===== src/rtl/pulse_speed_odometer_macros.svh =====
// Assertion macros shared by the pulse speed odometer RTL.
// No dependencies; included by the modules that carry assertions.
`ifndef PULSE_SPEED_ODOMETER_MACROS_SVH
`define PULSE_SPEED_ODOMETER_MACROS_SVH

// Same-cycle implication, disabled during reset.
`define PSO_ASSERT_IMP(label, clk, rst, ante, cons) \
   label: assert property (@(posedge clk) disable iff (rst) (ante) |-> (cons)) \
      else $error("pulse speed odometer: same-cycle check failed");

// Next-cycle implication, disabled during reset.
`define PSO_ASSERT_NEXT(label, clk, rst, ante, cons) \
   label: assert property (@(posedge clk) disable iff (rst) (ante) |=> (cons)) \
      else $error("pulse speed odometer: next-cycle check failed");

`endif


===== src/rtl/psodo_pkg.sv =====
// Package for the pulse speed odometer: widths, reset values and register indexes.
// No dependencies; used by pulse_speed_odometer, odometer_checker and the testbench.
package psodo_pkg;

   localparam int COUNT_BITS = 16;

   localparam int STABLE_W = 8;
   localparam int TICK_W   = 16;
   localparam int DIST_W   = 16;
   localparam int SCALE_W  = 16;
   localparam int PULSE_W  = 16;
   localparam int SPEED_W  = 24;
   localparam int ODO_W    = 32;

   localparam int PROD_W  = COUNT_BITS + SCALE_W;
   localparam int SHIFT_W = PROD_W - 8;
   localparam int SAT_W   = (SHIFT_W > SPEED_W) ? SHIFT_W : SPEED_W;

   localparam int CSR_IDX_W  = 2;
   localparam int CSR_DATA_W = 16;
   localparam int REQ_DATA_W = 8;
   localparam int RSP_DATA_W = PULSE_W + SPEED_W + ODO_W;
   localparam int RSP_USER_W = 2;

   localparam logic [CSR_IDX_W-1:0] REG_STABLE_SAMPLES  = 2'd0;
   localparam logic [CSR_IDX_W-1:0] REG_WINDOW_TICKS    = 2'd1;
   localparam logic [CSR_IDX_W-1:0] REG_PULSES_PER_STEP = 2'd2;
   localparam logic [CSR_IDX_W-1:0] REG_SPEED_SCALE     = 2'd3;

   localparam logic [STABLE_W-1:0] STABLE_SAMPLES_RESET  = 8'd5;
   localparam logic [TICK_W-1:0]   WINDOW_TICKS_RESET    = 16'd20000;
   localparam logic [DIST_W-1:0]   PULSES_PER_STEP_RESET = 16'd8530;
   localparam logic [SCALE_W-1:0]  SPEED_SCALE_RESET     = 16'd1380;

   localparam logic [ODO_W-1:0]   STEP_METRES = 32'd100;
   localparam logic [SPEED_W-1:0] SPEED_MAX   = 24'hFFFFFF;

   typedef struct packed {
      logic                window_done;
      logic [PULSE_W-1:0]  window_pulses;
      logic [SPEED_W-1:0]  speed_q8;
      logic [ODO_W-1:0]    odometer_m;
      logic                odometer_save;
   } result_type;

endpackage


===== src/rtl/pulse_speed_odometer.sv =====
// Pulse speed odometer top level: debounce, pulse count, speed window and odometer.
// Depends on psodo_pkg and pulse_speed_odometer_macros.svh.
//
// Takes up to one pin sample per cycle on the req channel and returns exactly one result
// per sample on the rsp channel. A sample waits in an input register, then a single
// pass of logic (counters, one 16 by 16 multiply for the speed) writes the result
// register; throughput is one sample per cycle while rsp_tready stays high. The
// input register and the result register hold one transfer each, so a stalled
// output still lets one more sample in. The user must write registers through the
// csr port only while the block is idle; the block does not enforce this. The csr
// port is always ready.
`include "pulse_speed_odometer_macros.svh"

module pulse_speed_odometer (
   input  logic                                clock,
   input  logic                                reset,
   input  logic                                req_tvalid,
   output logic                                req_tready,
   // Bits from low: pulse_level, zero fill.
   input  logic [psodo_pkg::REQ_DATA_W-1:0]    req_tdata,
   output logic                                rsp_tvalid,
   input  logic                                rsp_tready,
   // Bits from low: window_pulses, speed_q8, odometer_m.
   output logic [psodo_pkg::RSP_DATA_W-1:0]    rsp_tdata,
   // Bits from low: window_done, odometer_save.
   output logic [psodo_pkg::RSP_USER_W-1:0]    rsp_tuser,
   input  logic                                csr_valid,
   output logic                                csr_ready,
   input  logic [psodo_pkg::CSR_IDX_W-1:0]     csr_index,
   input  logic [psodo_pkg::CSR_DATA_W-1:0]    csr_data
);

   logic [psodo_pkg::STABLE_W-1:0] stable_samples_ff;
   logic [psodo_pkg::TICK_W-1:0]   window_ticks_ff;
   logic [psodo_pkg::DIST_W-1:0]   pulses_per_step_ff;
   logic [psodo_pkg::SCALE_W-1:0]  speed_scale_ff;

   logic                            in_valid_ff;
   logic                            level_ff;

   logic                              last_level_ff, last_level_in;
   logic [psodo_pkg::STABLE_W-1:0]    stable_run_ff, stable_run_in;
   logic                              pulse_taken_ff, pulse_taken_in;
   logic [psodo_pkg::TICK_W-1:0]      tick_count_ff, tick_count_in;
   logic [psodo_pkg::COUNT_BITS-1:0]  pulse_count_ff, pulse_count_in;
   logic [psodo_pkg::DIST_W-1:0]      dist_pulses_ff, dist_pulses_in;
   logic [psodo_pkg::ODO_W-1:0]       odometer_ff, odometer_in;

   logic                              out_valid_ff;
   psodo_pkg::result_type             result_ff, result_in;

   logic                              advance;
   logic [psodo_pkg::COUNT_BITS-1:0]  pulse_inc;
   logic [psodo_pkg::PROD_W-1:0]      product;
   logic [psodo_pkg::SAT_W-1:0]       speed_wide;

   assign csr_ready  = 1'b1;
   assign advance    = in_valid_ff && (!out_valid_ff || rsp_tready);
   assign req_tready = !in_valid_ff || advance;

   always_ff @(posedge clock) begin
      if (reset) begin
         stable_samples_ff  <= psodo_pkg::STABLE_SAMPLES_RESET;
         window_ticks_ff    <= psodo_pkg::WINDOW_TICKS_RESET;
         pulses_per_step_ff <= psodo_pkg::PULSES_PER_STEP_RESET;
         speed_scale_ff     <= psodo_pkg::SPEED_SCALE_RESET;
      end else if (csr_valid && csr_ready) begin
         case (csr_index)
            psodo_pkg::REG_STABLE_SAMPLES: begin
               stable_samples_ff <= csr_data[psodo_pkg::STABLE_W-1:0];
            end
            psodo_pkg::REG_WINDOW_TICKS: begin
               window_ticks_ff <= csr_data[psodo_pkg::TICK_W-1:0];
            end
            psodo_pkg::REG_PULSES_PER_STEP: begin
               pulses_per_step_ff <= csr_data[psodo_pkg::DIST_W-1:0];
            end
            psodo_pkg::REG_SPEED_SCALE: begin
               speed_scale_ff <= csr_data[psodo_pkg::SCALE_W-1:0];
            end
            default: begin
            end
         endcase
      end
   end

   always_ff @(posedge clock) begin
      if (reset) begin
         in_valid_ff <= 1'b0;
      end else if (req_tvalid && req_tready) begin
         in_valid_ff <= 1'b1;
      end else if (advance) begin
         in_valid_ff <= 1'b0;
      end
   end

   always_ff @(posedge clock) begin
      if (req_tvalid && req_tready) begin
         level_ff <= req_tdata[0];
      end
   end

   always_comb begin
      last_level_in  = last_level_ff;
      stable_run_in  = stable_run_ff;
      pulse_taken_in = pulse_taken_ff;
      tick_count_in  = tick_count_ff + 1'b1;
      pulse_inc      = pulse_count_ff;
      dist_pulses_in = dist_pulses_ff;
      odometer_in    = odometer_ff;
      result_in      = '0;

      if (level_ff == last_level_ff) begin
         stable_run_in = stable_run_ff + 1'b1;
         if (stable_run_in >= stable_samples_ff) begin
            stable_run_in = '0;
            if (level_ff && !pulse_taken_ff) begin
               pulse_inc      = pulse_count_ff + 1'b1;
               dist_pulses_in = dist_pulses_ff + 1'b1;
               if (dist_pulses_in >= pulses_per_step_ff) begin
                  dist_pulses_in          = '0;
                  odometer_in             = odometer_ff + psodo_pkg::STEP_METRES;
                  result_in.odometer_save = 1'b1;
               end
               pulse_taken_in = 1'b1;
            end
         end
      end else begin
         last_level_in  = level_ff;
         stable_run_in  = '0;
         pulse_taken_in = 1'b0;
      end

      product    = psodo_pkg::PROD_W'(pulse_inc) * psodo_pkg::PROD_W'(speed_scale_ff);
      speed_wide = psodo_pkg::SAT_W'(product[psodo_pkg::PROD_W-1:8]);
      pulse_count_in = pulse_inc;

      if (tick_count_in >= window_ticks_ff) begin
         result_in.window_done   = 1'b1;
         result_in.window_pulses = psodo_pkg::PULSE_W'(pulse_inc);
         if (speed_wide > psodo_pkg::SAT_W'(psodo_pkg::SPEED_MAX)) begin
            result_in.speed_q8 = psodo_pkg::SPEED_MAX;
         end else begin
            result_in.speed_q8 = speed_wide[psodo_pkg::SPEED_W-1:0];
         end
         pulse_count_in = '0;
         tick_count_in  = '0;
      end

      result_in.odometer_m = odometer_in;
   end

   always_ff @(posedge clock) begin
      if (reset) begin
         last_level_ff  <= 1'b0;
         stable_run_ff  <= '0;
         pulse_taken_ff <= 1'b0;
         tick_count_ff  <= '0;
         pulse_count_ff <= '0;
         dist_pulses_ff <= '0;
         odometer_ff    <= '0;
      end else if (advance) begin
         last_level_ff  <= last_level_in;
         stable_run_ff  <= stable_run_in;
         pulse_taken_ff <= pulse_taken_in;
         tick_count_ff  <= tick_count_in;
         pulse_count_ff <= pulse_count_in;
         dist_pulses_ff <= dist_pulses_in;
         odometer_ff    <= odometer_in;
      end
   end

   always_ff @(posedge clock) begin
      if (reset) begin
         out_valid_ff <= 1'b0;
      end else if (advance) begin
         out_valid_ff <= 1'b1;
      end else if (rsp_tready) begin
         out_valid_ff <= 1'b0;
      end
   end

   always_ff @(posedge clock) begin
      if (advance) begin
         result_ff <= result_in;
      end
   end

   assign rsp_tvalid = out_valid_ff;
   assign rsp_tdata  = {result_ff.odometer_m, result_ff.speed_q8, result_ff.window_pulses};
   assign rsp_tuser  = {result_ff.odometer_save, result_ff.window_done};

   `PSO_ASSERT_IMP(a_taken_only_high, clock, reset, pulse_taken_ff, last_level_ff)
   `PSO_ASSERT_IMP(a_ready_when_empty, clock, reset, !out_valid_ff, req_tready)
   `PSO_ASSERT_IMP(a_idle_window_zero, clock, reset, out_valid_ff && !result_ff.window_done,
                   result_ff.window_pulses == '0 && result_ff.speed_q8 == '0)
   `PSO_ASSERT_NEXT(a_odo_moves_on_save, clock, reset, !(advance && result_in.odometer_save),
                    $stable(odometer_ff))

endmodule


===== config.mk =====
export PLATFORM = sky130hd
export DESIGN_NAME = pulse_speed_odometer
export DESIGN_NICKNAME = d
export VERILOG_FILES = /design/src/rtl/psodo_pkg.sv /design/src/rtl/pulse_speed_odometer.sv
export VERILOG_INCLUDE_DIRS = /design/src /design/src/rtl
export SDC_FILE = /design/constraint.sdc
export NUM_CORES = 1
export LEC_CHECK = 0
export ABC_AREA = 1
export BUFFER_PORTS_ARGS = -buffer_cell sky130_fd_sc_hd__buf_2
export CORE_ASPECT_RATIO = 0.9
export CORE_MARGIN = 2
export CORE_UTILIZATION = 47
export DETAILED_ROUTE_END_ITERATION = 10
export PLACE_DENSITY = 0.63
export SYNTH_ARGS = -nofsm -noshare
export SYNTH_HDL_FRONTEND = slang
export SYNTH_SLANG_ARGS = --single-unit

===== constraint.sdc =====
create_clock -name clock -period 10.4 [get_ports clock]
set_input_delay 1.04 -clock clock [delete_from_list [all_inputs] [get_ports clock]]
set_output_delay 1.04 -clock clock [all_outputs]
set_load 0.02 [all_outputs]

* Word-level counts from Yosys, hierarchy flattened
Cells that the tools add are included.
** Storage, ports and cells
- Flip-flop bits (word level) :: 223
- Bits of input ports :: 31
- Output and inout port bits :: 77
- Logic and storage cells :: 77
** Operators by class
- Add/sub/neg operators :: 5
- $mul :: 1
- Magnitude comparators :: 4
- Equal/unequal tests :: 6
- Mux-type cells :: 22
- Bitwise operators :: 1
- Reduce and logical (&&, ||, !) cells :: 19
** Operators by type and width (number)
- $mux 32 :: 4
- $mux 16 :: 6
- $add 16x1->16 const B :: 3
- $mux 41 :: 1
- $add 32x7->32 const B :: 1
- $ge 16x16->1 :: 2
- $mul 16x16->32 :: 1
- $gt 24x24->1 const B :: 1
- $mux 24 :: 1
- $mux 8 :: 2
- $reduce_and 2->1 :: 5
- $add 8x1->8 const B :: 1
- $ge 8x8->1 :: 1
- $mux 1 :: 8
- $reduce_and 3->1 :: 2
- $eq 2x2->1 const B :: 2
- $ne 2x1->1 const B :: 2
- $reduce_and 4->1 :: 1
- $reduce_bool 2->1 :: 2
- $logic_and 1x1->1 :: 3
- $logic_not 1->1 :: 3
- $eq 2x1->1 const B :: 1
- $logic_not 2->1 :: 1
- $logic_or 1x1->1 :: 2
- other kinds (2) :: 2

* Depth between registers and ports, before layout
- Word-level depth :: 9
- Mapped depth :: 42
- Gate-level depth less buffers :: 40

* Worst setup path after synthesis
Ideal clock, no wire load.
- Path type :: register -> register
- Start :: reg stable_run_ff[0] in the netlist's numbering
- End :: reg result_ff, in the netlist rsp_tdata[34] (data pin)
- Setup time :: 255 ps
- Arrival :: 7329 ps
- Data required time :: 10145 ps
- Path slack :: 2816 ps
- Stages on the path, launching flop included :: 37
- Path buffers :: 1
- Cells stage by stage :: dfxtp_1 nand3_1 nand3b_1 nand3b_1 xnor2_1 ha_1 nand2_1 o21a_1 nand2_2 nand2_1 nor2_1 nand3_1 nor3_2 nand3_1 xor2_1 inv_1 buf_4 nand2_1 fa_1 fa_1 inv_1 fa_1 fa_1 fa_1 inv_1 fa_1 inv_1 ha_1 a21oi_1 nor2_1 nor2_1 a21boi_0 o21ai_0 a21oi_1 nand3_1 nand2_1 nor2_1
** Between the ends
- Word-level cells in the longest chain between the ends :: 7
** Ends and longest elaborated chain
- start, declared :: line pulse_speed_odometer.sv:42 : logic [psodo_pkg::STABLE_W-1:0] stable_run_ff, stable_run_in;
- start signal, assigned :: line pulse_speed_odometer.sv:164 : stable_run_ff <= stable_run_in;
- $add 8x1->8 (*) :: line pulse_speed_odometer.sv:114 : stable_run_in = stable_run_ff + 1'b1;
- $ge 8x8->1 (*) :: line pulse_speed_odometer.sv:115 : if (stable_run_in >= stable_samples_ff) begin
- $mux 16 (*) :: line pulse_speed_odometer.sv:115
- $mux 16 (*) :: line pulse_speed_odometer.sv:113 : if (level_ff == last_level_ff) begin
- $mul 16x16->32 (*) :: line pulse_speed_odometer.sv:134 : product = psodo_pkg::PROD_W'(pulse_inc) * psodo_pkg::PROD_W'(speed_scale_ff);
- $gt 24x24->1 :: line pulse_speed_odometer.sv:141 : if (speed_wide > psodo_pkg::SAT_W'(psodo_pkg::SPEED_MAX)) begin
- $mux 24 (*) :: line pulse_speed_odometer.sv:141
- end signal, assigned :: line pulse_speed_odometer.sv:185 : result_ff <= result_in;
- end, declared :: line pulse_speed_odometer.sv:50 : psodo_pkg::result_type result_ff, result_in;
Mark *: on every way between the ends. The rest lies on a longest branch, timed or not.
A chain may end at the register's enable or synchronous reset.

* Final worst setup path
Same ends and word-level chain as after synthesis.

==> flow_summary.yaml <==
run_status:
  outcome: "finished, final reports clean"
clock_tree:
  clk_root_buffer_cell: "clkbuf_16"
  path_clk_slew_ns: 0.06
  ctsResizeCount: 0
  cts_tree: "yes"
  htreeDepth: 1
  clock-sinks: 219
  cts_buffers: 27
  clockBufferDepth: 3
  post-cts-setup-buffer-count: 0
  clk_latency_ns: 0.56
  holdBufCountCts: 0
floorplanning:
  fp-row-count: 69
  fp.coreArea_um2: 39500
  die-area_um2: 41600
  initial_utilization: 0.477
  die_h_um: 194
  die_w_um: 215
  num_io_pins: 108
worst_setup_path:
  cp_common_cell: "fa_1"
  crit_type: "reg2reg"
  cp_slowest_cell: "xor2_1"
  end_kind: "flip-flop"
  startpoint_type: "flip-flop"
  crit_arrival_ns: 9.22
  cp.required_ns: 10.71
  path_buf_inv: 4
  crit_family: "adder cells"
  crit_cells: 35
  reg2reg_depth: 35
  cpPeakStageDelay_ns: 0.55
  crit_fanout: 12
global_route:
  grt_max_degree: 96
  track_usage: 0.234
  grt_pass1_vias: 14600
  overflow: 0
  grt_pass1_wl_um: 78200
  antenna_found_initial: 0
route:
  drtAntennaViolNets: 0
  firstDrtPassIters: 5
  drcViolationCount: 0
  vias: 15200
  wl_um: 48200
  via_per_inst: 5.13
  drt-initial-drc-count: 1041
  routedWlPerCell_um: 16.3
logic_synthesis:
  ys_seq_area_frac: 0.272
  yosys_most_used_dff: "dfxtp_1"
  async_reset_ff_frac: 0
  synth_area_um2: 18800
  synth_seq_cells: 219
  synth_top_area_cell: "fa_1"
  synth.top_cells.by_area: "fa_1 21%, dfxtp_1 16%, edfxtp_1 12%, ha_1 9.7%, inv_1 9.5%"
  ys_types: 51
  synth_edf_count: 73
  yosys.area.top_type_share: 0.205
  ys_warn_count: 0
  avgSynthCellArea_um2: 8.01
  synth_cells: 2348
sta:
  timing.final.crit_share: 0.856
  relSlewSlack: 0.186
  clock_skew_ns: 0.0311
  grt_setup_unrepaired: "no"
  worstMarginPinSlew_ns: 1.22
  period_needed_ns: 8.90
  fmax_ghz: 0.112
  slew_violations: 0
  hold_violations: 0
  setup_tns_ns: 0
  hold_ws_ns: 0.461
  setup_violations: 0
place:
  hpwl_um: 36500
  gp_congestion: 0.892
  io_buffers: 97
  dp.cells: 2907
cells_and_area:
  drive_gt1_frac: 0.0705
  stdcell_count: 2957
  final_util: 0.520
  nets: 2774
  final_common_cell: "inv_1"
  layout_common_cells: "473 x inv_1, 413 x nand2_1, 239 x nor2_1"
  area_growth_pct: 9.19
  n_antenna_cell: 0
power:
  powerDensity_nw_per_um2: 99.8
  p_switching_uw: 544
  ir_drop_v: 0.000130
  leakagePower_uw: 0.00979
  pwr-share-comb: 0.102
  p_sw_frac: 0.266
  power_frac_seq: 0.462
  intPower_uw: 1500
  power.total_uw: 2050
  clockPowerShare: 0.435
hold_path:
  min_path_cells: 2
  holdCritPathClass: "reg2reg"
run:
  max-cap-violations: 0
-- logic make-up after synthesis --
group | share of synthesized area
buffers and inverters | 0.116
AOI/OAI and AO/OA | 0.108
and+or+nand+nor | 0.169
other | 0.000399
xor gates and xnor gates | 0.0331
adders and majority gates | 0.303
DFF | 0.272
-- worst min-delay path, delay by kind of cell (launching register included) --
kind                   cells  cell delay, ns
buffers and inverters      1            0.06
AO/OA/AOI/OAI              1            0.06
flip-flops                 1            0.29
-- worst paths after layout --
path,start,to,slack (ns)
hold / removal,stable_samples_ff[3],stable_samples_ff[3],0.46
setup / recovery,stable_run_ff[0],rsp_tdata[34],1.50
setup reg to reg,stable_run_ff[0],rsp_tdata[34],1.50
hold reg to reg,stable_samples_ff[3],stable_samples_ff[3],0.46
-- area by class of cell --
class                      instances  area [um2]
fill                            3778       18900
multi-input combinational       1565       11500
sequential                       219        5110
tap                              532         666
clock buffer                      44         797
timing repair buffer             108         568
clock inverter                     6        43.8
inverter                         483        1820
-- flip-flops by register name, summed over array words and instances (netlist names), 16 cells and up --
name / cells
pulse_count_ff: 16
speed_scale_ff: 16
dist_pulses_ff: 16
odometer_ff: 30
rsp_tdata: 70
tick_count_ff: 16
pulses_per_step_ff: 16
window_ticks_ff: 16
-- per-stage QoR --
stage	worst slack (ns)	cell area, um2
after global placement	1.59	19700
final	1.50	20500
after CTS	1.49	20500
after floorplan	2.82	18800
after detailed placement	1.52	19700
after global routing	0.791	20500
-- metal layers --
metal / track usage / part of all wire / vias up
met4: 0.0679 / 0.029 / 0
met2: 0.361 / 0.44 / 504
met5: 0 / 0 / -
li1: - / - / 7429
met1: 0.334 / 0.46 / 7134
met3: 0.0485 / 0.077 / 91
-- power by group through the flow --
stage	Sequential, uW	Clock (uW)	Combinational [uW]
final	947	892	210
after global routing	949	943	236
after CTS	946	912	210
after detailed placement	964	0	209
after global placement	963	0	204
after floorplan	971	0	131
-- Yosys cell counts (8+ instances only) --
master	count
inv_1	475
nand2_1	414
nor2_1	241
a21oi_1	194
fa_1	193
dfxtp_1	146
ha_1	146
o21ai_0	135
edfxtp_1	73
clkbuf_1	70
xor2_1	55
nand3_1	46
nor3_1	29
nand4_1	16
o211ai_1	14
a22oi_1	13
xnor2_1	11
nor4_1	8
(Power assumes the default switching activity.)
